===== src/twbt_pkg.sv =====
// Shared types and constants for the touch wake and backlight timeout block.
package twbt_pkg;

	localparam int RAW_W   = 12;
	localparam int COORD_W = 22;
	localparam int IDLE_W  = 22;
	localparam int IDX_W   = 3;

	localparam logic [IDX_W-1:0] REG_X_MIN   = 3'd0;
	localparam logic [IDX_W-1:0] REG_X_MAX   = 3'd1;
	localparam logic [IDX_W-1:0] REG_Y_MIN   = 3'd2;
	localparam logic [IDX_W-1:0] REG_Y_MAX   = 3'd3;
	localparam logic [IDX_W-1:0] REG_TIMEOUT = 3'd4;

	localparam logic [RAW_W-1:0] X_MIN_RST   = 12'd21;
	localparam logic [RAW_W-1:0] X_MAX_RST   = 12'd295;
	localparam logic [RAW_W-1:0] Y_MIN_RST   = 12'd20;
	localparam logic [RAW_W-1:0] Y_MAX_RST   = 12'd219;
	localparam logic [RAW_W-1:0] TIMEOUT_RST = 12'd30;

	localparam logic [IDLE_W-1:0] IDLE_MAX  = 22'h3FFFFF;
	localparam logic [IDLE_W-1:0] MS_PER_S  = 22'd1000;

	typedef enum logic [1:0] {
		ST_IDLE,
		ST_EVAL,
		ST_AXIS,
		ST_DONE
	} twbt_state_t;

	typedef enum logic [1:0] {
		AX_IDLE,
		AX_MUL,
		AX_DIV,
		AX_FIN
	} twbt_axis_state_t;

endpackage


===== src/twbt_if.sv =====
// Input and output channel interfaces of the touch wake and backlight timeout block.
interface twbt_in_if;
	logic                         valid;
	logic                         ready;
	logic                         action;
	logic [twbt_pkg::RAW_W-1:0]   raw_x;
	logic [twbt_pkg::RAW_W-1:0]   raw_y;
	logic [twbt_pkg::RAW_W-1:0]   pressure;

	modport source(output valid, action, raw_x, raw_y, pressure, input ready);
	modport sink(input valid, action, raw_x, raw_y, pressure, output ready);
endinterface

interface twbt_out_if;
	logic                                valid;
	logic                                ready;
	logic                                touch_pressed;
	logic signed [twbt_pkg::COORD_W-1:0] screen_x;
	logic signed [twbt_pkg::COORD_W-1:0] screen_y;
	logic                                backlight_on;
	logic                                woke_now;
	logic                                timed_out_now;

	modport source(output valid, touch_pressed, screen_x, screen_y, backlight_on, woke_now,
		timed_out_now, input ready);
	modport sink(input valid, touch_pressed, screen_x, screen_y, backlight_on, woke_now,
		timed_out_now, output ready);
endinterface


===== src/twbt_axis.sv =====
// One axis of the touch map: bit-serial multiply and restoring divide, then offset and clamp.
module twbt_axis #(
	parameter int TOP = 320
) (
	input  logic                                clk,
	input  logic                                arst_n,
	input  logic                                start,
	input  logic [twbt_pkg::RAW_W-1:0]          v,
	input  logic [twbt_pkg::RAW_W-1:0]          lo,
	input  logic [twbt_pkg::RAW_W-1:0]          hi,
	output logic                                done,
	output logic signed [twbt_pkg::COORD_W-1:0] res
);

	localparam int RW = $clog2(TOP);
	localparam int PW = twbt_pkg::RAW_W + RW;
	localparam int SW = (PW + 2 > twbt_pkg::COORD_W + 1) ? PW + 2 : twbt_pkg::COORD_W + 1;
	localparam int CW = $clog2(PW);
	localparam int RAW_W = twbt_pkg::RAW_W;
	localparam logic [PW-1:0]        RMAG   = PW'(TOP - 1);
	localparam logic signed [SW-1:0] TOP_S  = SW'(TOP);
	localparam logic signed [SW-1:0] SAT_HI = SW'((2 ** (twbt_pkg::COORD_W - 1)) - 1);
	localparam logic signed [SW-1:0] SAT_LO = SW'(-(2 ** (twbt_pkg::COORD_W - 1)));

	twbt_pkg::twbt_axis_state_t state_q, state_d;

	logic [CW-1:0]    cnt_q;
	logic [RAW_W-1:0] mplier_q;
	logic [PW-1:0]    mcand_q;
	logic [PW-1:0]    n_q;
	logic [RAW_W-1:0] rem_q;
	logic [RAW_W-1:0] m_q;
	logic             neg_q;
	logic             zero_q;
	logic             done_q;
	logic signed [twbt_pkg::COORD_W-1:0] res_q;

	logic load_en, mul_en, div_en, fin_en;

	logic signed [RAW_W:0] diff, run;
	logic [RAW_W-1:0]      dmag, rmag;
	logic [PW-1:0]         mul_sum;
	logic [RAW_W:0]        shifted;
	logic [RAW_W+1:0]      trial;
	logic                  ge;
	logic signed [SW-1:0]  sq, sum;

	assign diff = $signed({1'b0, v}) - $signed({1'b0, lo});
	assign run  = $signed({1'b0, hi}) - $signed({1'b0, lo});
	assign dmag = diff[RAW_W] ? RAW_W'(-diff) : diff[RAW_W-1:0];
	assign rmag = run[RAW_W] ? RAW_W'(-run) : run[RAW_W-1:0];

	assign mul_sum = n_q + (mplier_q[0] ? mcand_q : '0);

	assign shifted = {rem_q, n_q[PW-1]};
	assign trial   = {1'b0, shifted} - {2'b00, m_q};
	assign ge      = ~trial[RAW_W+1];

	assign sq  = $signed({{(SW-PW){1'b0}}, n_q});
	assign sum = (neg_q ? -sq : sq) + TOP_S;

	always_comb begin
		state_d = state_q;
		case (state_q)
			twbt_pkg::AX_IDLE: if (start) state_d = twbt_pkg::AX_MUL;
			twbt_pkg::AX_MUL:  if (cnt_q == '0) state_d = twbt_pkg::AX_DIV;
			twbt_pkg::AX_DIV:  if (cnt_q == '0) state_d = twbt_pkg::AX_FIN;
			twbt_pkg::AX_FIN:  state_d = twbt_pkg::AX_IDLE;
			default:           state_d = twbt_pkg::AX_IDLE;
		endcase
	end

	always_comb begin
		load_en = 1'b0;
		mul_en  = 1'b0;
		div_en  = 1'b0;
		fin_en  = 1'b0;
		case (state_q)
			twbt_pkg::AX_IDLE: load_en = start;
			twbt_pkg::AX_MUL:  mul_en  = 1'b1;
			twbt_pkg::AX_DIV:  div_en  = 1'b1;
			twbt_pkg::AX_FIN:  fin_en  = 1'b1;
			default: begin
			end
		endcase
	end

	always_ff @(posedge clk or negedge arst_n) begin
		if (!arst_n) begin
			state_q <= twbt_pkg::AX_IDLE;
			cnt_q   <= '0;
			done_q  <= 1'b0;
		end else begin
			state_q <= state_d;
			if (load_en) begin
				cnt_q  <= CW'(RAW_W - 1);
				done_q <= 1'b0;
			end else if (mul_en) begin
				cnt_q <= (cnt_q == '0) ? CW'(PW - 1) : cnt_q - 1'b1;
			end else if (div_en) begin
				cnt_q <= cnt_q - 1'b1;
			end else if (fin_en) begin
				done_q <= 1'b1;
			end
		end
	end

	always_ff @(posedge clk) begin
		if (load_en) begin
			mplier_q <= dmag;
			mcand_q  <= RMAG;
			n_q      <= '0;
			rem_q    <= '0;
			m_q      <= rmag;
			neg_q    <= ~diff[RAW_W] ^ run[RAW_W];
			zero_q   <= (run == '0);
		end else if (mul_en) begin
			n_q      <= mul_sum;
			mcand_q  <= {mcand_q[PW-2:0], 1'b0};
			mplier_q <= {1'b0, mplier_q[RAW_W-1:1]};
		end else if (div_en) begin
			rem_q <= ge ? trial[RAW_W-1:0] : shifted[RAW_W-1:0];
			n_q   <= {n_q[PW-2:0], ge};
		end else if (fin_en) begin
			if (zero_q)
				res_q <= '1;
			else if (sum > SAT_HI)
				res_q <= SAT_HI[twbt_pkg::COORD_W-1:0];
			else if (sum < SAT_LO)
				res_q <= SAT_LO[twbt_pkg::COORD_W-1:0];
			else
				res_q <= sum[twbt_pkg::COORD_W-1:0];
		end
	end

	assign done = done_q;
	assign res  = res_q;

endmodule


===== src/touch_wake_and_backlight_timeout_top.sv =====
// Top level of the touch wake and backlight timeout block.
// Each transaction is a millisecond tick or a raw touch sample and yields one result.
// A tick, a release or a press that is ignored goes from evaluation straight to a loaded
// result. A reported press also runs both axes side by side: each axis runs a bit-serial
// 12-step multiply and a restoring divide of 12 + clog2(SCREEN_WIDTH or SCREEN_HEIGHT,
// its own size) steps. One transaction is in work at a time; the result register lets
// the next one in while a result waits.
module touch_wake_and_backlight_timeout_top #(
	parameter int SCREEN_WIDTH  = 320,
	parameter int SCREEN_HEIGHT = 240
) (
	input  logic                         clk,
	input  logic                         arst_n,
	twbt_in_if.sink                      in_ch,
	twbt_out_if.source                   out_ch,
	input  logic                         cfg_we,
	input  logic [twbt_pkg::IDX_W-1:0]   cfg_index,
	input  logic [twbt_pkg::RAW_W-1:0]   cfg_data
);

	localparam int RAW_W = twbt_pkg::RAW_W;

	twbt_pkg::twbt_state_t state_q, state_d;

	logic [RAW_W-1:0] x_min_q, x_max_q, y_min_q, y_max_q, timeout_q;
	logic [twbt_pkg::IDLE_W-1:0] idle_ms_q;
	logic screen_on_q, ignore_q;

	logic             act_q;
	logic [RAW_W-1:0] rx_q, ry_q, pr_q;
	logic             pressed_q, woke_q, timed_q;

	logic out_valid_q;
	logic out_pressed_q, out_backlight_q, out_woke_q, out_timed_q;
	logic signed [twbt_pkg::COORD_W-1:0] out_x_q, out_y_q;

	logic in_ready, accept, eval_en, axis_start, out_load;
	logic press_ok;
	logic x_done, y_done;
	logic signed [twbt_pkg::COORD_W-1:0] x_res, y_res;
	logic [twbt_pkg::IDLE_W-1:0] thresh, idle_inc;

	assign thresh   = twbt_pkg::IDLE_W'(timeout_q) * twbt_pkg::MS_PER_S;
	assign idle_inc = (idle_ms_q == twbt_pkg::IDLE_MAX) ? idle_ms_q : idle_ms_q + 1'b1;
	assign press_ok = act_q && (pr_q != '0) && screen_on_q && !ignore_q;
	assign accept   = in_ch.valid && in_ready;

	always_comb begin
		state_d = state_q;
		case (state_q)
			twbt_pkg::ST_IDLE: if (accept) state_d = twbt_pkg::ST_EVAL;
			twbt_pkg::ST_EVAL: state_d = press_ok ? twbt_pkg::ST_AXIS : twbt_pkg::ST_DONE;
			twbt_pkg::ST_AXIS: if (x_done && y_done) state_d = twbt_pkg::ST_DONE;
			twbt_pkg::ST_DONE: if (!out_valid_q || out_ch.ready) state_d = twbt_pkg::ST_IDLE;
			default:           state_d = twbt_pkg::ST_IDLE;
		endcase
	end

	always_comb begin
		in_ready   = 1'b0;
		eval_en    = 1'b0;
		axis_start = 1'b0;
		out_load   = 1'b0;
		case (state_q)
			twbt_pkg::ST_IDLE: in_ready = 1'b1;
			twbt_pkg::ST_EVAL: begin
				eval_en    = 1'b1;
				axis_start = press_ok;
			end
			twbt_pkg::ST_DONE: out_load = !out_valid_q || out_ch.ready;
			default: begin
			end
		endcase
	end

	always_ff @(posedge clk or negedge arst_n) begin
		if (!arst_n) begin
			state_q <= twbt_pkg::ST_IDLE;
		end else begin
			state_q <= state_d;
		end
	end

	// configuration registers
	always_ff @(posedge clk or negedge arst_n) begin
		if (!arst_n) begin
			x_min_q   <= twbt_pkg::X_MIN_RST;
			x_max_q   <= twbt_pkg::X_MAX_RST;
			y_min_q   <= twbt_pkg::Y_MIN_RST;
			y_max_q   <= twbt_pkg::Y_MAX_RST;
			timeout_q <= twbt_pkg::TIMEOUT_RST;
		end else if (cfg_we) begin
			case (cfg_index)
				twbt_pkg::REG_X_MIN:   x_min_q   <= cfg_data;
				twbt_pkg::REG_X_MAX:   x_max_q   <= cfg_data;
				twbt_pkg::REG_Y_MIN:   y_min_q   <= cfg_data;
				twbt_pkg::REG_Y_MAX:   y_max_q   <= cfg_data;
				twbt_pkg::REG_TIMEOUT: timeout_q <= cfg_data;
				default: begin
				end
			endcase
		end
	end

	// idle timer, screen and wake state
	always_ff @(posedge clk or negedge arst_n) begin
		if (!arst_n) begin
			idle_ms_q   <= '0;
			screen_on_q <= 1'b1;
			ignore_q    <= 1'b0;
		end else if (eval_en) begin
			if (!act_q) begin
				idle_ms_q <= idle_inc;
				if (screen_on_q && (idle_inc > thresh))
					screen_on_q <= 1'b0;
			end else if (pr_q != '0) begin
				idle_ms_q <= '0;
				if (!screen_on_q) begin
					screen_on_q <= 1'b1;
					ignore_q    <= 1'b1;
				end
			end else begin
				ignore_q <= 1'b0;
			end
		end
	end

	always_ff @(posedge clk) begin
		if (accept) begin
			act_q <= in_ch.action;
			rx_q  <= in_ch.raw_x;
			ry_q  <= in_ch.raw_y;
			pr_q  <= in_ch.pressure;
		end
		if (eval_en) begin
			pressed_q <= press_ok;
			woke_q    <= act_q && (pr_q != '0) && !screen_on_q;
			timed_q   <= !act_q && screen_on_q && (idle_inc > thresh);
		end
	end

	twbt_axis #(
		.TOP(SCREEN_WIDTH)
	) u_axis_x (
		.clk   (clk),
		.arst_n(arst_n),
		.start (axis_start),
		.v     (rx_q),
		.lo    (x_min_q),
		.hi    (x_max_q),
		.done  (x_done),
		.res   (x_res)
	);

	twbt_axis #(
		.TOP(SCREEN_HEIGHT)
	) u_axis_y (
		.clk   (clk),
		.arst_n(arst_n),
		.start (axis_start),
		.v     (ry_q),
		.lo    (y_min_q),
		.hi    (y_max_q),
		.done  (y_done),
		.res   (y_res)
	);

	// result register
	always_ff @(posedge clk or negedge arst_n) begin
		if (!arst_n) begin
			out_valid_q <= 1'b0;
		end else if (out_load) begin
			out_valid_q <= 1'b1;
		end else if (out_ch.ready) begin
			out_valid_q <= 1'b0;
		end
	end

	always_ff @(posedge clk) begin
		if (out_load) begin
			out_pressed_q   <= pressed_q;
			out_x_q         <= pressed_q ? x_res : '0;
			out_y_q         <= pressed_q ? y_res : '0;
			out_backlight_q <= screen_on_q;
			out_woke_q      <= woke_q;
			out_timed_q     <= timed_q;
		end
	end

	assign in_ch.ready          = in_ready;
	assign out_ch.valid         = out_valid_q;
	assign out_ch.touch_pressed = out_pressed_q;
	assign out_ch.screen_x      = out_x_q;
	assign out_ch.screen_y      = out_y_q;
	assign out_ch.backlight_on  = out_backlight_q;
	assign out_ch.woke_now      = out_woke_q;
	assign out_ch.timed_out_now = out_timed_q;

endmodule

===== src/flat_wrapper.sv =====
// flat-port wrapper written by rule: the top's interface ports become plain ports
module touch_wake_and_backlight_timeout_top_flat 
#(
	parameter int SCREEN_WIDTH  = 320,
	parameter int SCREEN_HEIGHT = 240
)
  (clk, arst_n, cfg_we, cfg_index, cfg_data, in_ch_valid, in_ch_action, in_ch_raw_x, in_ch_raw_y, in_ch_pressure, in_ch_ready, out_ch_valid, out_ch_touch_pressed, out_ch_screen_x, out_ch_screen_y, out_ch_backlight_on, out_ch_woke_now, out_ch_timed_out_now, out_ch_ready);
  twbt_in_if in_ch_i ();
  twbt_out_if out_ch_i ();
  input  logic clk;
  input  logic arst_n;
  input  logic cfg_we;
  input  logic [twbt_pkg::IDX_W-1:0] cfg_index;
  input  logic [twbt_pkg::RAW_W-1:0] cfg_data;
  input wire logic [$bits(in_ch_i.valid)-1:0] in_ch_valid;
  input wire logic [$bits(in_ch_i.action)-1:0] in_ch_action;
  input wire logic [$bits(in_ch_i.raw_x)-1:0] in_ch_raw_x;
  input wire logic [$bits(in_ch_i.raw_y)-1:0] in_ch_raw_y;
  input wire logic [$bits(in_ch_i.pressure)-1:0] in_ch_pressure;
  output wire logic [$bits(in_ch_i.ready)-1:0] in_ch_ready;
  output wire logic [$bits(out_ch_i.valid)-1:0] out_ch_valid;
  output wire logic [$bits(out_ch_i.touch_pressed)-1:0] out_ch_touch_pressed;
  output wire logic [$bits(out_ch_i.screen_x)-1:0] out_ch_screen_x;
  output wire logic [$bits(out_ch_i.screen_y)-1:0] out_ch_screen_y;
  output wire logic [$bits(out_ch_i.backlight_on)-1:0] out_ch_backlight_on;
  output wire logic [$bits(out_ch_i.woke_now)-1:0] out_ch_woke_now;
  output wire logic [$bits(out_ch_i.timed_out_now)-1:0] out_ch_timed_out_now;
  input wire logic [$bits(out_ch_i.ready)-1:0] out_ch_ready;
  assign in_ch_i.valid = in_ch_valid;
  assign in_ch_i.action = in_ch_action;
  assign in_ch_i.raw_x = in_ch_raw_x;
  assign in_ch_i.raw_y = in_ch_raw_y;
  assign in_ch_i.pressure = in_ch_pressure;
  assign in_ch_ready = in_ch_i.ready;
  assign out_ch_valid = out_ch_i.valid;
  assign out_ch_touch_pressed = out_ch_i.touch_pressed;
  assign out_ch_screen_x = out_ch_i.screen_x;
  assign out_ch_screen_y = out_ch_i.screen_y;
  assign out_ch_backlight_on = out_ch_i.backlight_on;
  assign out_ch_woke_now = out_ch_i.woke_now;
  assign out_ch_timed_out_now = out_ch_i.timed_out_now;
  assign out_ch_i.ready = out_ch_ready;
  touch_wake_and_backlight_timeout_top #(.SCREEN_WIDTH(SCREEN_WIDTH), .SCREEN_HEIGHT(SCREEN_HEIGHT)) u_core (.clk(clk), .arst_n(arst_n), .in_ch(in_ch_i), .out_ch(out_ch_i), .cfg_we(cfg_we), .cfg_index(cfg_index), .cfg_data(cfg_data));
endmodule

===== config.mk =====
export PLATFORM = sky130hd
export DESIGN_NAME = touch_wake_and_backlight_timeout_top_flat
export DESIGN_NICKNAME = d
export VERILOG_FILES = /design/src/twbt_pkg.sv /design/src/twbt_if.sv /design/src/twbt_axis.sv /design/src/touch_wake_and_backlight_timeout_top.sv /design/src/flat_wrapper.sv
export SDC_FILE = /design/constraint.sdc
export NUM_CORES = 1
export LEC_CHECK = 0
export BUFFER_PORTS_ARGS = -buffer_cell sky130_fd_sc_hd__buf_4
export CORE_ASPECT_RATIO = 2
export CORE_MARGIN = 1
export CORE_UTILIZATION = 25
export DETAILED_ROUTE_END_ITERATION = 12
export GPL_ROUTABILITY_DRIVEN = 0
export PLACE_DENSITY = 0.44
export SYNTH_ARGS = -nofsm -noshare
export SYNTH_HDL_FRONTEND = slang
export SYNTH_SLANG_ARGS = --single-unit

===== constraint.sdc =====
create_clock -name clk -period 13.9 [get_ports clk]
set_clock_uncertainty 0.15 [all_clocks]
set_input_delay 2.78 -clock clk [delete_from_list [all_inputs] [get_ports clk]]
set_output_delay 2.78 -clock clk [all_outputs]
set_load 0.05 [all_outputs]

## After elaboration in Yosys (flattened, before gate mapping)

Cells that the tools add are included.

- $add $sub $neg: 19
- Multipliers: 1
- Div/mod/pow operators: 0
- Order comparisons: 5
- Eq/ne operators: 29
- Shifts and indexed selects: 0
- Mux-type cells: 72
- Bitwise operators: 12
- Reductions and logical operators: 52

Operator list:

| cell | count |
|---|---|
| 2-to-1 mux 22 bit | 7 |
| 2-to-1 mux 12 bit | 10 |
| 2-to-1 mux 21 bit | 3 |
| 2-to-1 mux 20 bit | 3 |
| subtractor 12 x 12 -> 13 bit | 4 |
| negation 12 bit | 4 |
| > comparator 23 x 22 -> 1 bit, second input constant | 2 |
| less-than comparator 23 x 22 -> 1 bit, second input constant | 2 |
| 2-to-1 mux 23 bit | 2 |
| 2-to-1 mux 5 bit | 8 |
| 2-to-1 mux 1 bit | 28 |
| subtractor 13 x 12 -> 14 bit | 2 |
| zero test 13 bit | 2 |
| case mux 2 bit (4 select lines) | 3 |
| adder 23 x 10 -> 23 bit, second input constant | 1 |
| adder 23 x 9 -> 23 bit, second input constant | 1 |
| negation 20 -> 23 bit | 1 |
| negation 21 -> 23 bit | 1 |
| adder 22 x 1 -> 22 bit, second input constant | 1 |
| equality test 22 bit, second input constant | 1 |
| > comparator 22 bit | 1 |
| inequality test 2 bit, second input constant | 11 |
| adder 21 bit | 1 |
| AND reduction 3 bit | 7 |
| 24 further kinds | 84 |

- Register bits after elaboration: 393
- Bits in latches: 0
- RAM bits: 0
- Bits in read-only memories: 0
- Logic and storage cells: 237
- Memories kept: 0

## Logic depth before layout (Yosys ltp)

- Depth after elaboration: 8
- Gate-level depth with buffers: 23
- Depth with buffers taken out: 23

## By module

Synthesis repeated with hierarchy kept, for this count alone.

- Cells, all modules: 2676
- Area, all modules: 26248.9 um2

By module, submodules not included:

| module | instances | cells each | area each (um2) | seq. area each (um2) |
|---|---|---|---|---|
| touch_wake_and_backlight_timeout_top | 1 | 772 | 9577.9 | 4845.9 |
| twbt_axis (u_core.u_axis_x) | 1 | 1008 | 8609.5 | 2722.6 |
| twbt_axis (u_core.u_axis_y) | 1 | 896 | 8061.5 | 2682.6 |

## Worst setup path before layout

No wires, ideal clock.

- Path type: register to register
- Start point: register u_core.timeout_q[2]
- End point: register u_core.timed_q, data pin
- Arrival: 5.406 ns
- Data required time: 13.483 ns
- Path slack: 8.077 ns
- Stages on the path, launching flop included: 22
- Cell sequence: dfstp_2 inv_1 fa_1 fa_1 fa_1 fa_1 inv_1 ha_1 a21oi_1 o21ai_0 a211oi_1 nor3_1 or3_1 a21oi_1 xnor2_1 ha_1 nand4_1 or2_2 nor2_1 nand2_1 o32ai_1 nor3b_1

- Longest elaborated chain between the ends: 3

RTL lines:

| what | line | RTL |
|---|---|---|
| from (decl) | touch_wake_and_backlight_timeout_top.sv:25 | `logic [RAW_W-1:0] x_min_q, x_max_q, y_min_q, y_max_q, timeout_q;` |
| from (signal assigned) | touch_wake_and_backlight_timeout_top.sv:91 | `timeout_q <= twbt_pkg::TIMEOUT_RST;` |
| from (signal assigned) | touch_wake_and_backlight_timeout_top.sv:98 | `twbt_pkg::REG_TIMEOUT: timeout_q <= cfg_data;` |
| multiplier 12 x 7 -> 19 bit | touch_wake_and_backlight_timeout_top.sv:43 | `assign thresh = twbt_pkg::IDLE_W'(timeout_q) * twbt_pkg::MS_PER_S;` |
| > comparator 22 bit | touch_wake_and_backlight_timeout_top.sv:138 | `timed_q <= !act_q && screen_on_q && (idle_inc > thresh);` |
| logical AND 1 bit | touch_wake_and_backlight_timeout_top.sv:138 |  |
| to (signal assigned) | touch_wake_and_backlight_timeout_top.sv:138 |  |
| to (decl) | touch_wake_and_backlight_timeout_top.sv:31 | `logic pressed_q, woke_q, timed_q;` |

No other way between the ends.
A chain may end at the register's enable or synchronous reset.

## Worst setup path after layout

Same ends and word-level chain as after synthesis.

==> results.toml <==
[detailed_routing]
drt-wirelength-per-cell_um = 15.9
vias = 19213
wl_um = 66700
first_pass_iters = 4
ant_nets = 0
drtIter0Drc = 584
viasPerCell = 4.57
drc = 0

[power]
leakage_nw = 12.1
ir_drop_uv = 437
power.density_nw_per_um2 = 263

[clock_tree]
root_buffer = "clkbuf_16"
htree_levels = 2
clock_latency_ns = 0.58
cts_resized = 0
ctsHoldBuffers = 0
clkTransAtPathRegs_ns = 0.06
cts_setup_buffers = 0
cts_buffers = 44
clockBufferDepth = 3
tritoncts = "done"
clock_sinks = 393

[grt]
grt_pass1_vias = 19831
antenna_found_initial = 1
grt_max_degree = 62
grt_overflow = 0
grt_usage_pct = 12.6
grt_pass1_wl_um = 107000

[worst_hold_path]
hold_end = "u_core.out_ch.woke_now"
holdPathStages = 0
hp-class = "flip-flop to flip-flop"
min_from = "u_core.woke_q"

[cells_and_area]
syn_to_final_growth_pct = 14.0
multi_input_area_um2 = 14900
final_nets = 3113
mostFrequentLayoutCell = "o21ai_0"
n_fill_cell = 10997
drive_gt1_share_pct = 10.9
fin_util_pct = 28.7
final_cell_mix = "o21ai_0 (238), nand2_1 (204), ha_1 (201)"
seq_area_um2 = 10300

[worst_setup_path]
critPathArrivalTime_ns = 6.73
end_kind = "flip-flop"
reg2reg_depth = 21
worstReg2RegStart = "u_core.timeout_q[2]"
crit_required_ns = 14.06
r2r-end = "u_core.timed_q"
rrSetupSlack_ns = 7.34
criticalPathCategory = "flip-flop to flip-flop"
start_kind = "flip-flop"
cp_max_fo = 5

[sta]
fin_ws_ns = 7.34
tightest_slew_ns = 1.12
drv_slew = 0
setup_violations = 0
hold_viol = 0
period_share_pct = 47.2
tns_ns = 0
grt_setup_unrepaired = "no"
fin_crit_ns = 6.56
slew_headroom_pct = 25.6
max_freq_mhz = 152

[die]
core-area_um2 = 104000
initial_utilization_pct = 25.2
fp.dieW_um = 231
io_pins = 107
die-height_um = 461
rows = 168
die_area_um2 = 107000

[synthesis]
ys_ff_latch = 393
synth-warning-count = 0
syn-instance-count = 2749
synth-main-ff-cell = "edfxtp_1"
yosysSeqAreaShare_pct = 38.9
yosysUniqueCellTypes = 91
synth.cell_area_um2 = 26300
async_flop_share_pct = 26.2
syn_avg_cell_area_um2 = 9.58
synth_edf_count = 184
syn_nets = 3054

[placement]
dp_hpwl_um = 51400
post-place-ws_ns = 7.30
port-buffer-count = 106

[flow_run]
maxCapViolations = 0

[outcome]
status = "finished clean"
==> critical path, stage by stage, from the launching register on <==
cell	delay, ns
dfstp_2	0.60
inv_1	0.11
fa_1	0.57
fa_1	0.45
fa_1	0.51
fa_1	0.52
inv_1	0.05
ha_1	0.34
a21oi_1	0.14
o21ai_0	0.17
a211oi_1	0.34
nor3_1	0.12
or3_1	0.36
a21oi_1	0.18
xnor2_1	0.11
ha_1	0.31
nand4_1	0.14
or2_2	0.34
nor2_1	0.16
nand2_1	0.07
o32ai_1	0.45
nor3b_1	0.10
==> layer usage <==
layer / wire (µm) / vias up / track usage [%]
li1: - / 9896 / -
met1: 24100 / 9024 / 12.1
met2: 38800 / 203 / 26.4
met3: 1570 / 90 / 1.46
met4: 2220 / 0 / 4.77
met5: 0 / - / 0
==> layout make-up <==
class | instances | area share [%]
clock inverter | 22 | 0.763
timing repair buffer | 130 | 3.25
multi-input combinational | 2049 | 49.6
sequential | 393 | 34.1
clock buffer | 56 | 4.21
inverter | 190 | 2.38
antenna | 1 | 0.00834
tap | 1360 | 5.67
==> registers in the layout (all words and copies together), names as in the netlist, 20 cells and up <==
signal and flops:
u_core.out_ch.screen_x 22, u_core.out_ch.screen_y 22, u_core.idle_ms_q 22, u_core.u_axis_x.mcand_q 21, u_core.u_axis_y.n_q 20, u_core.u_axis_y.mcand_q 20, u_core.u_axis_x.res 22, u_core.u_axis_x.n_q 21
u_core.u_axis_y.res 22
==> worst max-delay path by stage <==
stage / from / endpoint / slack, ns / cells past startpoint
global placement: u_core.timeout_q[2] / u_core.timed_q / 7.45 / 21
detailed placement: u_core.timeout_q[2] / u_core.timed_q / 7.30 / 21
global route: u_core.timeout_q[2] / u_core.timed_q / 6.94 / 21
CTS: u_core.timeout_q[2] / u_core.timed_q / 7.29 / 21
finish: u_core.timeout_q[2] / u_core.timed_q / 7.34 / 21
floorplan: u_core.timeout_q[2] / u_core.timed_q / 8.08 / 21
==> metrics by stage <==
step / instance area (µm²) / std cells / total power, mW / hold slack (ns)
2_1_floorplan: 26300 / 2749 / 5.67 / 0.250
3_3_place_gp: 28500 / 4122 / 6.75 / 0.260
3_5_place_dp: 28500 / 4122 / 6.78 / 0.259
4_1_cts: 30000 / 4200 / 8.08 / 0.271
5_1_grt: 30000 / 4201 / 8.74 / 0.280
6_report: 30000 / 4201 / 7.90 / 0.271
==> power breakdown <==
| part | total (mW) | internal, mW | switching, mW | leakage [nW] |
|---|---|---|---|---|
| Sequential | 2.02 | 1.69 | 0.328 | 3.81 |
| Combinational | 4.66 | 1.95 | 2.70 | 7.52 |
| Clock | 1.23 | 0.720 | 0.513 | 0.737 |
| Total | 7.90 | 4.36 | 3.54 | 12.1 |
==> Yosys cell counts (15+ instances only) <==
master / n / area [µm²]
and2_1: 97 / 607
dfstp_2: 21 / 552
a21oi_1: 144 / 721
nand2_1: 204 / 766
inv_1: 188 / 706
nand2b_1: 28 / 175
dfxtp_1: 106 / 2120
o21a_1: 25 / 188
o21ai_0: 240 / 1200
nand4_1: 18 / 113
or3_1: 32 / 200
or2_2: 21 / 131
edfxtp_1: 184 / 5530
nor3_1: 50 / 250
mux2_2: 35 / 394
and3_1: 17 / 106
a21boi_0: 15 / 113
dfrtp_1: 82 / 2050
ha_1: 203 / 2540
nand3_1: 46 / 230
a21o_1: 29 / 218
clkbuf_1: 92 / 345
fa_1: 45 / 901
a31oi_1: 29 / 181
xnor2_1: 128 / 1120
nor2_1: 181 / 679
xor2_1: 84 / 736
o31ai_1: 26 / 195
a211oi_1: 30 / 225
mux2i_1: 98 / 981
nor2b_1: 33 / 206
==> cells by family after synthesis <==
logic type | count (synthesis) | synth area share [%]
AO/OA/AOI/OAI | 659 | 15.7
adder cells (fa/ha/maj) | 248 | 13.1
buffers and inverters | 307 | 4.58
multiplexers | 133 | 5.22
flip-flops | 393 | 38.9
XOR/XNOR | 212 | 7.05
AND/OR/NAND/NOR | 797 | 15.4
Power figures use the tool's default switching activity.
